**config.mk**
```make
export PLATFORM = sky130hd
export DESIGN_NAME = interval_first_fit_layering_core
export DESIGN_NICKNAME = d
export VERILOG_FILES = /design/src/sv/iffl_pkg.sv /design/src/sv/iffl_ram.sv /design/src/sv/iffl_pick.sv /design/src/sv/interval_first_fit_layering_core.sv
export SDC_FILE = /design/constraint.sdc
export NUM_CORES = 2
export LEC_CHECK = 0
export BUFFER_PORTS_ARGS = -buffer_cell sky130_fd_sc_hd__buf_4
export CORE_AREA = 3 3 435 437
export DETAILED_ROUTE_END_ITERATION = 6
export DIE_AREA = 0 0 438 440
export REMOVE_ABC_BUFFERS = 1
export SETUP_SLACK_MARGIN = 0.1
export SYNTH_ARGS = -nofsm -noshare
export SYNTH_HDL_FRONTEND = slang
export SYNTH_SLANG_ARGS = --single-unit
```
**constraint.sdc**
```tcl
create_clock -name clk_i -period 16.05 [get_ports clk_i]
set_clock_uncertainty 0.15 [all_clocks]
set_input_delay 3.21 -clock clk_i [delete_from_list [all_inputs] [get_ports clk_i]]
set_output_delay 3.21 -clock clk_i [all_outputs]
set_load 0.005 [all_outputs]
```
**src/sv/iffl_pkg.sv**
```systemverilog
// Shared types and constants for the interval first-fit layering block.
// No dependencies.
`default_nettype none
package iffl_pkg;

  localparam int unsigned LAYER_W    = 6;
  localparam int unsigned NUM_LAYERS = 64;
  localparam int unsigned CFG_W      = 8;
  localparam int unsigned CFG_IDX_W  = 8;
  localparam int unsigned COORD_W    = 15;
  localparam int unsigned PITCH_W    = 9;

  localparam logic [CFG_IDX_W-1:0] REG_BOX_HEIGHT = 8'd0;
  localparam logic [CFG_IDX_W-1:0] REG_BOX_GAP    = 8'd1;

  typedef enum logic [4:0] {
    S_IDLE = 5'b00001,
    S_SCAN = 5'b00010,
    S_PICK = 5'b00100,
    S_MULT = 5'b01000,
    S_DONE = 5'b10000
  } state_e;

  typedef logic [NUM_LAYERS-1:0] layer_mask_t;

endpackage
`default_nettype wire

```
**src/sv/iffl_ram.sv**
```systemverilog
// Generic single-port-write, single-port-read RAM with registered read data.
// No dependencies.
`default_nettype none
module iffl_ram #(
  parameter int unsigned WIDTH = 26,
  parameter int unsigned DEPTH = 64
) (
  input  wire logic                     clk_i,
  input  wire logic                     we_i,
  input  wire logic [$clog2(DEPTH)-1:0] waddr_i,
  input  wire logic [WIDTH-1:0]         wdata_i,
  input  wire logic [$clog2(DEPTH)-1:0] raddr_i,
  output      logic [WIDTH-1:0]         rdata_o
);

  logic [WIDTH-1:0] mem_q [DEPTH];

  always_ff @(posedge clk_i) begin
    if (we_i) begin
      mem_q[waddr_i] <= wdata_i;
    end
    rdata_o <= mem_q[raddr_i];
  end

endmodule
`default_nettype wire

```
**src/sv/iffl_pick.sv**
```systemverilog
// Lowest-free-layer encoder: finds the lowest clear bit of the blocked mask,
// saturating at the top layer. Depends on iffl_pkg.
`default_nettype none
module iffl_pick
  import iffl_pkg::*;
(
  input  wire layer_mask_t          blocked_i,
  output      logic [LAYER_W-1:0]   layer_o
);

  layer_mask_t low_bits;
  layer_mask_t sum;
  layer_mask_t first_zero;

  // top bit forced clear so a fully blocked mask lands on the top layer
  assign low_bits   = {1'b0, blocked_i[NUM_LAYERS-2:0]};
  assign sum        = low_bits + layer_mask_t'(1);
  assign first_zero = ~low_bits & sum;

  always_comb begin
    layer_o = '0;
    for (int i = 0; i < NUM_LAYERS; i++) begin
      if (first_zero[i]) begin
        layer_o = layer_o | LAYER_W'(i);
      end
    end
  end

endmodule
`default_nettype wire

```
**src/sv/interval_first_fit_layering_core.sv**
```systemverilog
// Interval first-fit layering core. An item is taken when start is high and busy is low;
// its result appears for one cycle with done_o high after the scan of the interval store
// (S_SCAN), the layer pick (S_PICK) and the multiply (S_MULT), and busy drops when that
// cycle ends, so a new item is taken only once the last one is through. The scan reads
// one entry per cycle through the single read port of the store's RAM. The receiver
// cannot stall.
// Depends on iffl_pkg, iffl_ram and iffl_pick.
`default_nettype none
module interval_first_fit_layering_core
  import iffl_pkg::*;
#(
  parameter int unsigned MAX_INTERVALS = 64,
  parameter int unsigned TIME_BITS     = 20
) (
  input  wire logic                  clk_i,
  input  wire logic                  rst_ni,
  input  wire logic                  cfg_valid_i,
  output      logic                  cfg_ready_o,
  input  wire logic [CFG_IDX_W-1:0]  cfg_index_i,
  input  wire logic [CFG_W-1:0]      cfg_data_i,
  input  wire logic                  start,
  output      logic                  busy,
  input  wire logic [TIME_BITS-1:0]  start_time_i,
  input  wire logic [TIME_BITS-1:0]  finish_time_i,
  input  wire logic                  first_item_i,
  output      logic                  done_o,
  output      logic [LAYER_W-1:0]    layer_o,
  output      logic [COORD_W-1:0]    top_y_o,
  output      logic [COORD_W-1:0]    bottom_y_o,
  output      logic [LAYER_W-1:0]    max_layer_o,
  output      logic                  full_flag_o
);

  localparam int unsigned ADDR_W = (MAX_INTERVALS > 1) ? $clog2(MAX_INTERVALS) : 1;
  localparam int unsigned CNT_W  = $clog2(MAX_INTERVALS + 1);
  localparam int unsigned ENT_W  = TIME_BITS + LAYER_W;
  localparam logic [CNT_W-1:0] CNT_MAX = CNT_W'(MAX_INTERVALS);

  state_e              state_q, state_d;
  logic [CFG_W-1:0]    height_q, gap_q;
  logic [TIME_BITS-1:0] start_q, finish_q;
  logic [CNT_W-1:0]    count_q, count_d;
  logic [CNT_W-1:0]    idx_q, idx_d;
  logic                rd_vld_q, rd_vld_d;
  layer_mask_t         blocked_q, blocked_d;
  logic [LAYER_W-1:0]  highest_q, highest_d;
  logic [LAYER_W-1:0]  layer_q;
  logic                full_q;
  logic [COORD_W-1:0]  top_q;

  logic                accept;
  logic                issue;
  logic                ram_we;
  logic [ENT_W-1:0]    ram_rdata;
  logic [TIME_BITS-1:0] rd_finish;
  logic [LAYER_W-1:0]  rd_layer;
  logic [LAYER_W-1:0]  pick_layer;
  logic [PITCH_W-1:0]  pitch;
  logic [COORD_W-1:0]  product;

  assign cfg_ready_o = 1'b1;
  assign accept      = start && !busy;
  assign busy        = (state_q != S_IDLE);
  assign issue       = (state_q == S_SCAN) && (idx_q < count_q);
  assign ram_we      = (state_q == S_MULT) && !full_q;
  assign rd_finish   = ram_rdata[ENT_W-1:LAYER_W];
  assign rd_layer    = ram_rdata[LAYER_W-1:0];
  assign pitch       = PITCH_W'(height_q) + PITCH_W'(gap_q);
  assign product     = COORD_W'(layer_q) * COORD_W'(pitch);

  iffl_ram #(
    .WIDTH (ENT_W),
    .DEPTH (MAX_INTERVALS)
  ) u_store (
    .clk_i   (clk_i),
    .we_i    (ram_we),
    .waddr_i (count_q[ADDR_W-1:0]),
    .wdata_i ({finish_q, layer_q}),
    .raddr_i (idx_q[ADDR_W-1:0]),
    .rdata_o (ram_rdata)
  );

  iffl_pick u_pick (
    .blocked_i (blocked_q),
    .layer_o   (pick_layer)
  );

  always_comb begin
    state_d   = state_q;
    count_d   = count_q;
    idx_d     = idx_q;
    rd_vld_d  = 1'b0;
    blocked_d = blocked_q;
    highest_d = highest_q;
    unique case (state_q)
      S_IDLE: begin
        if (accept) begin
          idx_d     = '0;
          blocked_d = '0;
          if (first_item_i) begin
            count_d   = '0;
            highest_d = '0;
          end
          state_d = S_SCAN;
        end
      end
      S_SCAN: begin
        rd_vld_d = issue;
        if (issue) begin
          idx_d = idx_q + CNT_W'(1);
        end
        if (rd_vld_q && (start_q < rd_finish)) begin
          blocked_d = blocked_q | (layer_mask_t'(1) << rd_layer);
        end
        if (!issue && !rd_vld_q) begin
          state_d = S_PICK;
        end
      end
      S_PICK: begin
        state_d = S_MULT;
      end
      S_MULT: begin
        if (!full_q) begin
          count_d = count_q + CNT_W'(1);
          if (layer_q > highest_q) begin
            highest_d = layer_q;
          end
        end
        state_d = S_DONE;
      end
      S_DONE: begin
        state_d = S_IDLE;
      end
      default: begin
        state_d = S_IDLE;
      end
    endcase
  end

  always_ff @(posedge clk_i or negedge rst_ni) begin
    if (!rst_ni) begin
      state_q   <= S_IDLE;
      count_q   <= '0;
      idx_q     <= '0;
      rd_vld_q  <= 1'b0;
      highest_q <= '0;
      height_q  <= CFG_W'(20);
      gap_q     <= CFG_W'(3);
    end else begin
      state_q   <= state_d;
      count_q   <= count_d;
      idx_q     <= idx_d;
      rd_vld_q  <= rd_vld_d;
      highest_q <= highest_d;
      if (cfg_valid_i && cfg_ready_o) begin
        unique case (cfg_index_i)
          REG_BOX_HEIGHT: height_q <= cfg_data_i;
          REG_BOX_GAP:    gap_q    <= cfg_data_i;
          default: ;
        endcase
      end
    end
  end

  always_ff @(posedge clk_i) begin
    blocked_q <= blocked_d;
    if (accept) begin
      start_q  <= start_time_i;
      finish_q <= finish_time_i;
    end
    if (state_q == S_PICK) begin
      layer_q <= pick_layer;
      full_q  <= (count_q == CNT_MAX);
    end
    if (state_q == S_MULT) begin
      top_q <= product;
    end
  end

  assign done_o      = (state_q == S_DONE);
  assign layer_o     = layer_q;
  assign top_y_o     = top_q;
  assign bottom_y_o  = top_q + COORD_W'(height_q);
  assign max_layer_o = highest_q;
  assign full_flag_o = full_q;

  a_count_bound: assert property (@(posedge clk_i) disable iff (!rst_ni)
    count_q <= CNT_MAX)
    else $error("stored count exceeds store depth");

  a_done_after_mult: assert property (@(posedge clk_i) disable iff (!rst_ni)
    (state_q == S_MULT) |=> done_o)
    else $error("result strobe missing after multiply");

  a_max_covers_layer: assert property (@(posedge clk_i) disable iff (!rst_ni)
    (done_o && !full_flag_o) |-> (max_layer_o >= layer_o))
    else $error("running max below stored layer");

  a_no_write_when_full: assert property (@(posedge clk_i) disable iff (!rst_ni)
    ram_we |-> (count_q < CNT_MAX))
    else $error("store write while full");

  a_scan_idx_bound: assert property (@(posedge clk_i) disable iff (!rst_ni)
    (state_q == S_SCAN) |-> (idx_q <= count_q))
    else $error("scan index past stored count");

endmodule
`default_nettype wire

```
Word-level counts from Yosys, hierarchy flattened
Memories as Yosys holds them, arrays and structs flattened. A register that Yosys moved wholly into a read port is not among the register bits.
Index checks and enable logic that the tools add are counted.
- register bits after elaboration: 168
- RAM bits: 1664
- bits of input ports: 61
- output and inout bits: 46
- word-level logic and storage cells: 171
- memories kept: 1
- add/sub/neg operators: 5
- multiply operators: 1
- $lt $le $gt $ge: 3
- equal/unequal tests: 17
- shift operators: 1
- mux-type cells: 98
- bitwise logic cells: 3
- reduce and logical (&&, ||, !) cells: 24
- memories (memory ; words ; width ; read ports ; clocked after memory_dff ; write ports ; RTL line ; RTL):
    u_store.mem_q ; 64 ; 26 ; 1 ; 1 ; 1 ; iffl_ram.sv:16 ; logic [WIDTH-1:0] mem_q [DEPTH];
- operators with widths (cell ; count):
    2-to-1 mux 64 bit ; 4
    one-hot mux 64 bit (2 select lines) ; 1
    2-to-1 mux 5 bit ; 20
    2-to-1 mux 7 bit ; 11
    adder 63 x 1 -> 64 bit (second input constant) ; 1
    AND 64 bit ; 1
    2-to-1 mux 4 bit ; 16
    NOT 63 -> 64 bit ; 1
    OR 64 bit ; 1
    << shifter 1 x 6 -> 64 bit (first input constant) ; 1
    2-to-1 mux 6 bit ; 10
    2-to-1 mux 3 bit ; 12
    2-to-1 mux 8 bit ; 4
    OR reduction 32 bit ; 1
    one-hot mux 7 bit (2 select lines) ; 2
    less-than comparator 20 bit ; 1
    one-hot mux 5 bit (4 select lines) ; 1
    2-to-1 mux 2 bit ; 8
    OR reduction 16 bit ; 1
    adder 15 x 8 -> 15 bit ; 1
    multiplier 6 x 9 -> 15 bit ; 1
    adder 7 x 1 -> 7 bit (second input constant) ; 2
    one-hot mux 6 bit (2 select lines) ; 1
    != test 2 bit (second input constant) ; 5
    24 further kinds ; 45

Longest topological paths before layout
- word-level depth: 59
- mapped depth: 21
- gate-level depth less buffers: 21

Cells and area by module
A second synthesis with hierarchy kept.
- cell total of the unflattened synthesis: 3972
- area total of the unflattened synthesis: 75509.9 um2
- by module, submodules not included (module ; instances ; cells an instance ; area an instance (um2) ; seq. area each (um2)):
    iffl_ram ; 1 ; 2841 ; 64182.8 ; 50488.4
    interval_first_fit_layering_core ; 1 ; 893 ; 9831.9 ; 4840.9
    iffl_pick ; 1 ; 238 ; 1495.2 ; 0.0

Worst setup path before layout
Ideal clock, no wire load.
- path type: in2reg
- from: in start
- to: reg blocked_q[0] (enable)
- setup time: 0.501 ns
- data arrival time: 5.298 ns
- data required time: 15.399 ns
- path slack: 10.101 ns
- stages on the path: 4
- path buffers: 1
- cells stage by stage: inv_1 -> or2_1 -> buf_2 -> o211ai_1
- cells in the longest elaborated chain, start to end: 3
- ends and longest elaborated chain (what ; RTL line ; RTL):
    start, declared ; interval_first_fit_layering_core.sv:21 ; input wire logic start,
    logical AND 1 bit ; interval_first_fit_layering_core.sv:62 ; assign accept = start && !busy;
    != test 2 bit (no source line) ; -- ;
    AND reduction 3 bit (no source line) ; -- ;
    end signal, assigned ; interval_first_fit_layering_core.sv:166 ; blocked_q <= blocked_d;
    end, declared ; interval_first_fit_layering_core.sv:45 ; layer_mask_t blocked_q, blocked_d;
No other way between the ends.
A chain may end at the register's enable or synchronous reset.

Worst setup path after layout
- from: reg height_q[0]
- to: out bottom_y_o[12]
- cells in the longest elaborated chain, start to end: 1
- ends and longest elaborated chain (what ; RTL line ; RTL):
    start, declared ; interval_first_fit_layering_core.sv:40 ; logic [CFG_W-1:0] height_q, gap_q;
    start signal, assigned ; interval_first_fit_layering_core.sv:157 ; REG_BOX_HEIGHT: height_q <= cfg_data_i;
    adder 15 x 8 -> 15 bit ; interval_first_fit_layering_core.sv:183 ; assign bottom_y_o = top_q + COORD_W'(height_q);
    end, declared ; interval_first_fit_layering_core.sv:29 ; output logic [COORD_W-1:0] bottom_y_o,
No other way between the ends.

==> metrics.csv <==
stage;metric;value;unit
cts;CTS resizes;0;
cts;hold_buf cts;0;
sta;Final Max Tran Viols;0;
routing;Via density;5.57;
synth;largest area contributor in the netlist;edfxtp_1;
routing;routed vias;35500;
routing;drt first pass iters;5;
grt;vias in the first global route;36200;
grt;met2 Use GR;0.311;
floorplanning;row cnt;158;
final_layout;share of layout cells above drive strength 1;0.285;
final_layout;Layout Cells excl Fill;6371;
grt;largest net degree at the start of global routing;127;
synth;top cell types by occurrence after synthesis;1,789 x edfxtp_1, 546 x mux4_2, 191 x nor2_1;
critical_path;Crit path required time;12.69;ns
critical_path;crit path max fanout;4;
grt;met1 Resource Use GR;0.240;
final_layout;area used by multi-input combinational logic;18400;µm²
grt;GRT Overall Usage;0.181;
sta;Highest Clock Rate;152;MHz
hold_path;HP Class;reg -> reg;
final_layout;area growth from synthesis to layout;14.0;%
floorplanning;die height;440;µm
cts;CTS Root Buffer Type;clkbuf_16;
cts;postcts setup bufs;0;
floorplanning;Core Area;185000;µm²
cts;H-Tree Level Count;4;
sta;crit share post-route;0.410;
synth;predominant post-synthesis flop cell;edfxtp_1;
synth;#FFs+latches synth;1857;
routing;Post-Route WL;173000;µm
synth;Cells after Synth;3494;
run_status;outcome;finished, final reports clean;
placement;Post-DP HPWL;97800;µm
grt;grt met3 use;0.0325;
synth;EDFF count, synth;1789;
critical_path;Worst setup SP type;register;
critical_path;kind of critical path;reg -> out;
placement;Post-Place Cells;6036;
pwr;worst vdd ir;0.0839;mV
sta;Rel. slew slack;0.212;
synth;Post-synth ARST share;0.0226;
routing;DRC viols;0;
pwr;leakage;0.0262;µW
routing;routed wire length per instance;27.2;µm
routing;remaining antenna violation count;0;
placement;GP Congestion;0.874;
floorplanning;Starting Density;0.401;
synth;mean area per synthesized cell;21.3;µm²
final_layout;fill count;15500;
cts;CTS tree;done;
grt;number of antenna violations at the first check in global routing;8;
sta;min Tclk post-route;6.59;ns
critical_path;CP arrival;3.23;ns
synth;mapped cell area;74300;µm²
pwr;power density over cell area;132;nW/µm²
cts;CTS Buffer Depth;3;
grt;first-pass GRT wire length;254000;µm
synth;top-count cell post-synth;edfxtp_1;
floorplanning;Boundary Pins;107;
cts;Worst-Skew Late Latency;0.84;ns
synth;ranking of synthesized cells by area;edfxtp_1 72%, mux4_2 17%, dfrtp_1 1.2%;
sta;unrepaired setup endpoints after global routing;no;
synth;Yosys cell types;74;
floorplanning;DIE WIDTH;438;µm
sta;total negative slack;0;ns
routing;drt initial violations;3909;
critical_path;Worst setup EP type;output pin;
synth;sequential cell area fraction in the yosys report;0.744;
sta;slew at the pin with the worst max-slew slack;1.18;ns
final_layout;# nets final;3904;
grt;total gr overflow;0;
sta;Hold WS;0.344;ns
synth;post-synth top area share;0.723;
floorplanning;die area;193000;µm²
final_layout;Reg area;55300;µm²
sta;final hold viol count;0;
grt;layer with the highest usage;met2;
run;max_cap viols;0;
sta;Setup-failing EPs final;0;
synth;Ys Warns;0;
cts;clock slew at reported path FFs;0.06;ns
cts;Clock Sink Count;1857;
cts;Inserted Clock Buffers;181;
placement;Port-buffer cells;105;
-- per-layer routing --
layer,routed length (µm),part of all wire,vias up
met5,0,0,-
met4,3160,0.018,0
met3,9880,0.057,219
met2,89400,0.52,982
met1,70800,0.41,19300
li1,-,-,15000
-- worst paths after layout --
check	from	to	slack, ns	cells past startpoint
setup reg to reg	gap_q[1]$_DFFE_PN1P_	top_y_o[13]$_DFFE_PN_	10.01	21
min in group asynchronous	rst_ni	height_q[1]$_DFFE_PN0P_	2.27	1
hold reg to reg	rd_vld_q$_DFF_PN0_	state_q[2]$_DFFE_PN0P_	0.34	1
max in group asynchronous	rst_ni	idx_q[3]$_DFFE_PN0P_	13.03	1
setup / recovery	height_q[0]$_DFFE_PN0P_	bottom_y_o[12]	9.46	11
hold / removal	rd_vld_q$_DFF_PN0_	state_q[2]$_DFFE_PN0P_	0.34	1
-- cell usage in the layout (no fill, tap or decap), drive strengths merged, types with 5 or more instances in the layout --
master	n
nand3b	6
nor2b	15
o211ai	9
dfrtp	37
xnor2	25
buf	219
nand4	27
and4	10
o31ai	6
nand2	83
fa	31
nor2	191
or4	5
ha	73
nand3	41
o21ai	32
xor2	7
and2	25
mux4	546
or3	11
clkbuf	237
clkinv	75
a22o	6
dfxtp	26
a21o	8
dfstp	5
nor4	11
edfxtp	1789
nand2b	12
bufinv	13
a31oi	6
a21oi	95
and3	7
nor3	19
mux2	15
nand4b	5
inv	103
-- cell families after synthesis --
group	Yosys count	share of synthesized area
xor gates and xnor gates	32	0.00377
adders and majority gates	104	0.0206
other	1	0.0000505
DFF	1857	0.744
buffers and inverters	255	0.0149
muxes	561	0.168
AOI/OAI and AO/OA	200	0.0166
and+or+nand+nor	484	0.0319
-- through the flow --
| stage | setup slack [ns] | power (µW) | cell area (µm²) | util |
|---|---|---|---|---|
| 6_report | 9.46 | 11200 | 84700 | 0.457 |
| 5_1_grt | 9.20 | 11600 | 84700 | 0.457 |
| 4_1_cts | 9.39 | 11300 | 84700 | 0.457 |
| 3_5_place_dp | 10.01 | 7110 | 78800 | 0.425 |
| 3_3_place_gp | 10.09 | 7080 | 78800 | 0.425 |
| 2_1_floorplan | -1.55 | 7070 | 73500 | - |
-- final cells by class --
class	instances	area share
flip-flops and latches	1857	0.653
multi-input cells	1382	0.217
clock buffers	237	0.0576
well taps	2480	0.0366
repair buffers	219	0.0199
clock inverters	97	0.0116
inverters	98	0.00434
diodes	1	0.0000295
-- power by group --
part | switching [µW] | internal [µW] | total (µW)
clock | 1820 | 2360 | 4180
sequential | 114 | 5640 | 5760
combinational | 737 | 492 | 1230
-- state kept, by name (all words and copies together), names as in the netlist, 6 cells and up --
name,cells
u_store.rdata_o,26
u_store.mem_q,1664
top_y_o,15
idx_q,7
height_q,8
max_layer_o,6
gap_q,8
start_q,20
blocked_q,63
layer_o,6
finish_q,20
count_q,7
-- critical path, cell delays in order (launching register included) --
cell,delay (ns)
dfrtp_1,0.38
ha_1,0.20
inv_1,0.06
fa_1,0.40
nor2b_1,0.12
o21ai_0,0.10
a21boi_0,0.26
o21ai_1,0.11
a21oi_1,0.34
nand3_1,0.15
xnor2_1,0.17
buf_4,0.13
Power figures use the tool's default switching activity.
